File: src/rtl/core/ascending_sort_engine_assert.svh
// Assertion macros for the ascending sort engine.
// Included by the top level; expects clk and arst_n in scope.
`ifndef ASCENDING_SORT_ENGINE_ASSERT_SVH
`define ASCENDING_SORT_ENGINE_ASSERT_SVH

// Checked only while out of reset.
`define ASE_ASSERT(lbl, prop, msg) \
	lbl: assert property (@(posedge clk) disable iff (!arst_n) prop) else $error(msg);

// Checked at every edge, reset included.
`define ASE_ASSERT_ALWAYS(lbl, prop, msg) \
	lbl: assert property (@(posedge clk) prop) else $error(msg);

`endif

File: src/rtl/core/ase_pkg.sv
// Shared types and constants of the ascending sort engine.
// No dependencies; imported by the interfaces, the cell and the top level.
package ase_pkg;

	localparam int MAX_ITEMS = 64;
	localparam int DATA_W    = 32;

	typedef logic signed [DATA_W-1:0] data_t;

	typedef enum logic {
		PH_LOAD,
		PH_DRAIN
	} phase_t;

	// Broadcast to every cell of the chain.
	typedef struct packed {
		logic  insert;
		logic  shift;
		data_t new_value;
	} cell_ctrl_t;

	// What one cell shows its neighbors.
	typedef struct packed {
		logic  valid;
		logic  lt;
		data_t value;
	} cell_link_t;

endpackage

File: src/rtl/core/ase_cell.sv
// One cell of the insertion chain: holds one value and its occupancy bit.
// Depends on ase_pkg for the control and link structs.
module ase_cell (
	input  logic               clk,
	input  logic               arst_n,
	input  ase_pkg::cell_ctrl_t ctrl,
	input  ase_pkg::cell_link_t left,
	input  ase_pkg::cell_link_t right,
	output ase_pkg::cell_link_t self
);
	import ase_pkg::*;

	logic  valid_q;
	data_t value_q;
	logic  lt;

	// An empty cell acts as plus infinity, so the new value always goes before it.
	assign lt = !valid_q || (ctrl.new_value < value_q);

	always_ff @(posedge clk or negedge arst_n) begin
		if (!arst_n) begin
			valid_q <= 1'b0;
		end else if (ctrl.shift) begin
			valid_q <= right.valid;
		end else if (ctrl.insert) begin
			if (left.lt) begin
				valid_q <= left.valid;
			end else if (lt) begin
				valid_q <= 1'b1;
			end
		end
	end

	always_ff @(posedge clk) begin
		if (ctrl.shift) begin
			value_q <= right.value;
		end else if (ctrl.insert) begin
			if (left.lt) begin
				value_q <= left.value;
			end else if (lt) begin
				value_q <= ctrl.new_value;
			end
		end
	end

	assign self = '{valid: valid_q, lt: lt, value: value_q};
endmodule
File: config.mk
export PLATFORM = sky130hd
export DESIGN_NAME = ase_cell
export DESIGN_NICKNAME = d
export VERILOG_FILES = /design/src/rtl/core/ascending_sort_engine_assert.svh /design/src/rtl/core/ase_pkg.sv /design/src/rtl/core/ase_cell.sv
export SDC_FILE = /design/constraint.sdc
export NUM_CORES = 1
export LEC_CHECK = 0
export BUFFER_PORTS_ARGS = -buffer_cell sky130_fd_sc_hd__buf_2
export CORE_ASPECT_RATIO = 1.1
export CORE_UTILIZATION = 41
export CTS_BUF_LIST = sky130_fd_sc_hd__clkbuf_8
export CTS_CLUSTER_SIZE = 12
export DETAILED_ROUTE_END_ITERATION = 12
export PLACE_DENSITY = 0.74
export SKIP_LAST_GASP = 1
export SLEW_MARGIN = 10
export SYNTH_ARGS = -nofsm -noshare
export SYNTH_HDL_FRONTEND = slang
export SYNTH_SLANG_ARGS = --single-unit
File: constraint.sdc
create_clock -name clk -period 8.4 [get_ports clk]
set_input_delay 1.68 -clock clk [delete_from_list [all_inputs] [get_ports clk]]
set_output_delay 1.68 -clock clk [all_outputs]
set_load 0.01 [all_outputs]
==> run metrics <==
Crit path depth 9; placer congestion estimate 0.787; reg-to-reg critical path startpoint value_q[30]; minimum setup slack in the final design 3.18 ns; area grow syn2layout 32.3%; minimum clock period 5.22 ns; DR vias 2313; sequential power share 42.5%; Psw 153 uW; Avg Cell Area, Syn 9.68 um^2; Nets 529; final number of max-transition violations 0; internal power 351 uW; GRT overflow 0; Warnings, synthesis 0; core area 5880 um^2; hold_sp valid_q; Leak 1.75 nW; Vias/cell 4.90; RSZ-0062 raised after global routing no; CP bufs+invs 2; Worst-path clk slew 0.07 ns; Critical Path Start Type primary input; Die Y 84.8 um; number of global-route vias before repair 2343; CTS Hold Bufs 0; initial antenna violation count 0; Critical Path Start ctrl[31]; Synth Net Count 399; DP HPWL 4.74 mm; CP endpoint kind output pin; Yosys reg bits 33; logic gate share of total power 31.1%; hold path cells 2; post_cts resized 0; Main synth FF type edfxtp_1; # Post-CTS Setup Buffers 0; Post-Syn Instances 264; Worst path max stage delay 0.59 ns; drt drc 0; # IOs 138; Slew @ Worst Pin 1.05 ns; hold worst-path end valid_q; sw frac 30.4%; Hold Crit Class flip-flop to flip-flop; top cells by area, synth edfxtp_1 (38%), ha_1 (15%), mux2i_1 (13%); initial drt markers 47; clock skew 0.00420 ns; worst-skew pair later-pin latency 0.28 ns; Post-synth EDFFs 32; share of cells above drive strength 1 39.0%; flop-to-flop setup slack 5.63 ns; antenna viol nets, final 0; first-pass GRT wire length 10.2 mm; Antenna diodes 0; max cap viols 0; Final Cycle Share 62.1%; Fin. Hold Viols 0; Synth top cells by count nand2_1 (43), o21ai_0 (35), mux2i_1 (33), edfxtp_1 (32); Req. time, crit path 6.72 ns; num rows 29; Initial Utilization 43.5%; Routed WL 6.12 mm; Yosys top cell area share 37.6%; CP Class primary input to output pin; drt wl/cell 13.0 um; share of flip-flops with an asynchronous set or reset 3.03%; worst-path fanout max 4; Clock Power Share 26.4%; final setup TNS 0 ns; Max Freq 192 MHz; Reg2Reg Depth 8; power density over the cells 149 nW/um^2; worst flop-to-flop path endpoint value_q[23]; outcome finished, final reports clean; clock tree buffer depth 2; # clock sinks 33; worst path arrival time 3.54 ns; post-synthesis sequential area ratio 38.6%; Top Family by Delay on Critical Path simple AND/OR/NAND/NOR gates; Final setup viols 0; cell taking the most area after synthesis edfxtp_1; top-count cell post-synth nand2_1; H-tree levels 2; Util after Layout 57.5%; Synth cell types 36; GRT Util Overall 19.7%; root buffer cell clkbuf_8; largest net degree at the start of global routing 69; TritonCTS buffer count 5; Die X 77.3 um; synthesized area 2550 um^2; TritonCTS clock tree done; cell chain of the critical path buf_2 -> ha_1 -> nand4_2 -> or4_4 -> nor2_2 -> o2bb2ai_2 -> nor2_2 -> mux2i_1 -> buf_2; die area 6550 um^2; CP max-delay cell or4_4; DRT Pass-1 Iters 4; worst vdd ir 92.7 uV; worst slack at placement 3.19 ns; Slew headroom 30.0%; PortBufs 136
## per-layer routing
layer	vias to the layer above	GRT usage, %	part of all wire (%)
met3	2	4.89	5.6
met2	81	35.5	50
li1	1204	-	-
met1	1026	23.0	44
met4	0	5.66	0.74
met5	-	0	0
## flip-flops by register name, indices dropped and copies added (netlist names)
name / cells
value_q: 32
valid_q: 1
## placed cells by master (no fill, tap or decap), drive strengths merged, types with 2 or more instances in the layout
| cell | n |
|---|---|
| a21oi | 9 |
| a221oi | 3 |
| and2 | 3 |
| and4 | 2 |
| buf | 136 |
| clkbuf | 7 |
| edfxtp | 32 |
| ha | 31 |
| inv | 31 |
| mux2i | 33 |
| nand2 | 43 |
| nand3 | 2 |
| nand4 | 4 |
| nor2 | 6 |
| nor3 | 2 |
| o21ai | 36 |
| o2bb2ai | 3 |
## how the worst max path moves through the flow
| stage | slack (ns) | endpoint |
|---|---|---|
| 3_3_place_gp | 3.22 | self[32] |
| 4_1_cts | 3.19 | self[32] |
| 5_1_grt | 3.09 | self[32] |
| 2_1_floorplan | 3.48 | self[32] |
| 6_report | 3.18 | self[32] |
| 3_5_place_dp | 3.19 | self[32] |
## layout make-up
cell class                      count  area, um^2
Fill cell                         569        2500
Multi-Input combinational cell    187        1400
Inverter                           31         116
Tap cell                           77        96.3
Sequential cell                    33         986
Clock inverter                      1        5.00
Clock buffer                        7        96.3
Timing Repair Buffer              136         681
## power by group through the flow
stage / clock (mW) / combinational (mW) / sequential, mW
6_report: 0.133 / 0.156 / 0.214
5_1_grt: 0.144 / 0.177 / 0.217
4_1_cts: 0.136 / 0.159 / 0.214
3_5_place_dp: 0 / 0.158 / 0.218
3_3_place_gp: 0 / 0.153 / 0.217
2_1_floorplan: 0 / 0.0840 / 0.228
## stage by stage
stage | area, um^2 | power (mW) | hold WS (ns) | std cells
finish | 3380 | 0.504 | 0.661 | 472
CTS | 3380 | 0.509 | 0.670 | 472
global route | 3380 | 0.537 | 0.722 | 472
detailed placement | 3280 | 0.375 | 0.655 | 464
global placement | 3280 | 0.369 | 0.637 | 464
floorplan | 2550 | 0.312 | 0.579 | 264
## worst register-to-register path: stages, from the launching register on
cell       delay [ns]
edfxtp_1         0.39
inv_1            0.07
ha_1             0.25
a21oi_1          0.15
nand2_1          0.07
a221oi_1         0.28
o211ai_1         0.19
o2bb2ai_1        0.20
nor2_4           0.77
## kinds of logic after synthesis
logic type	after synthesis	synth area share [%]
fa+ha+maj	31	15.2
buf+inv	44	6.90
simple gates	65	12.5
flops	33	38.6
compound gates	58	13.9
mux	33	12.9
Power figures use the tool's default switching activity.
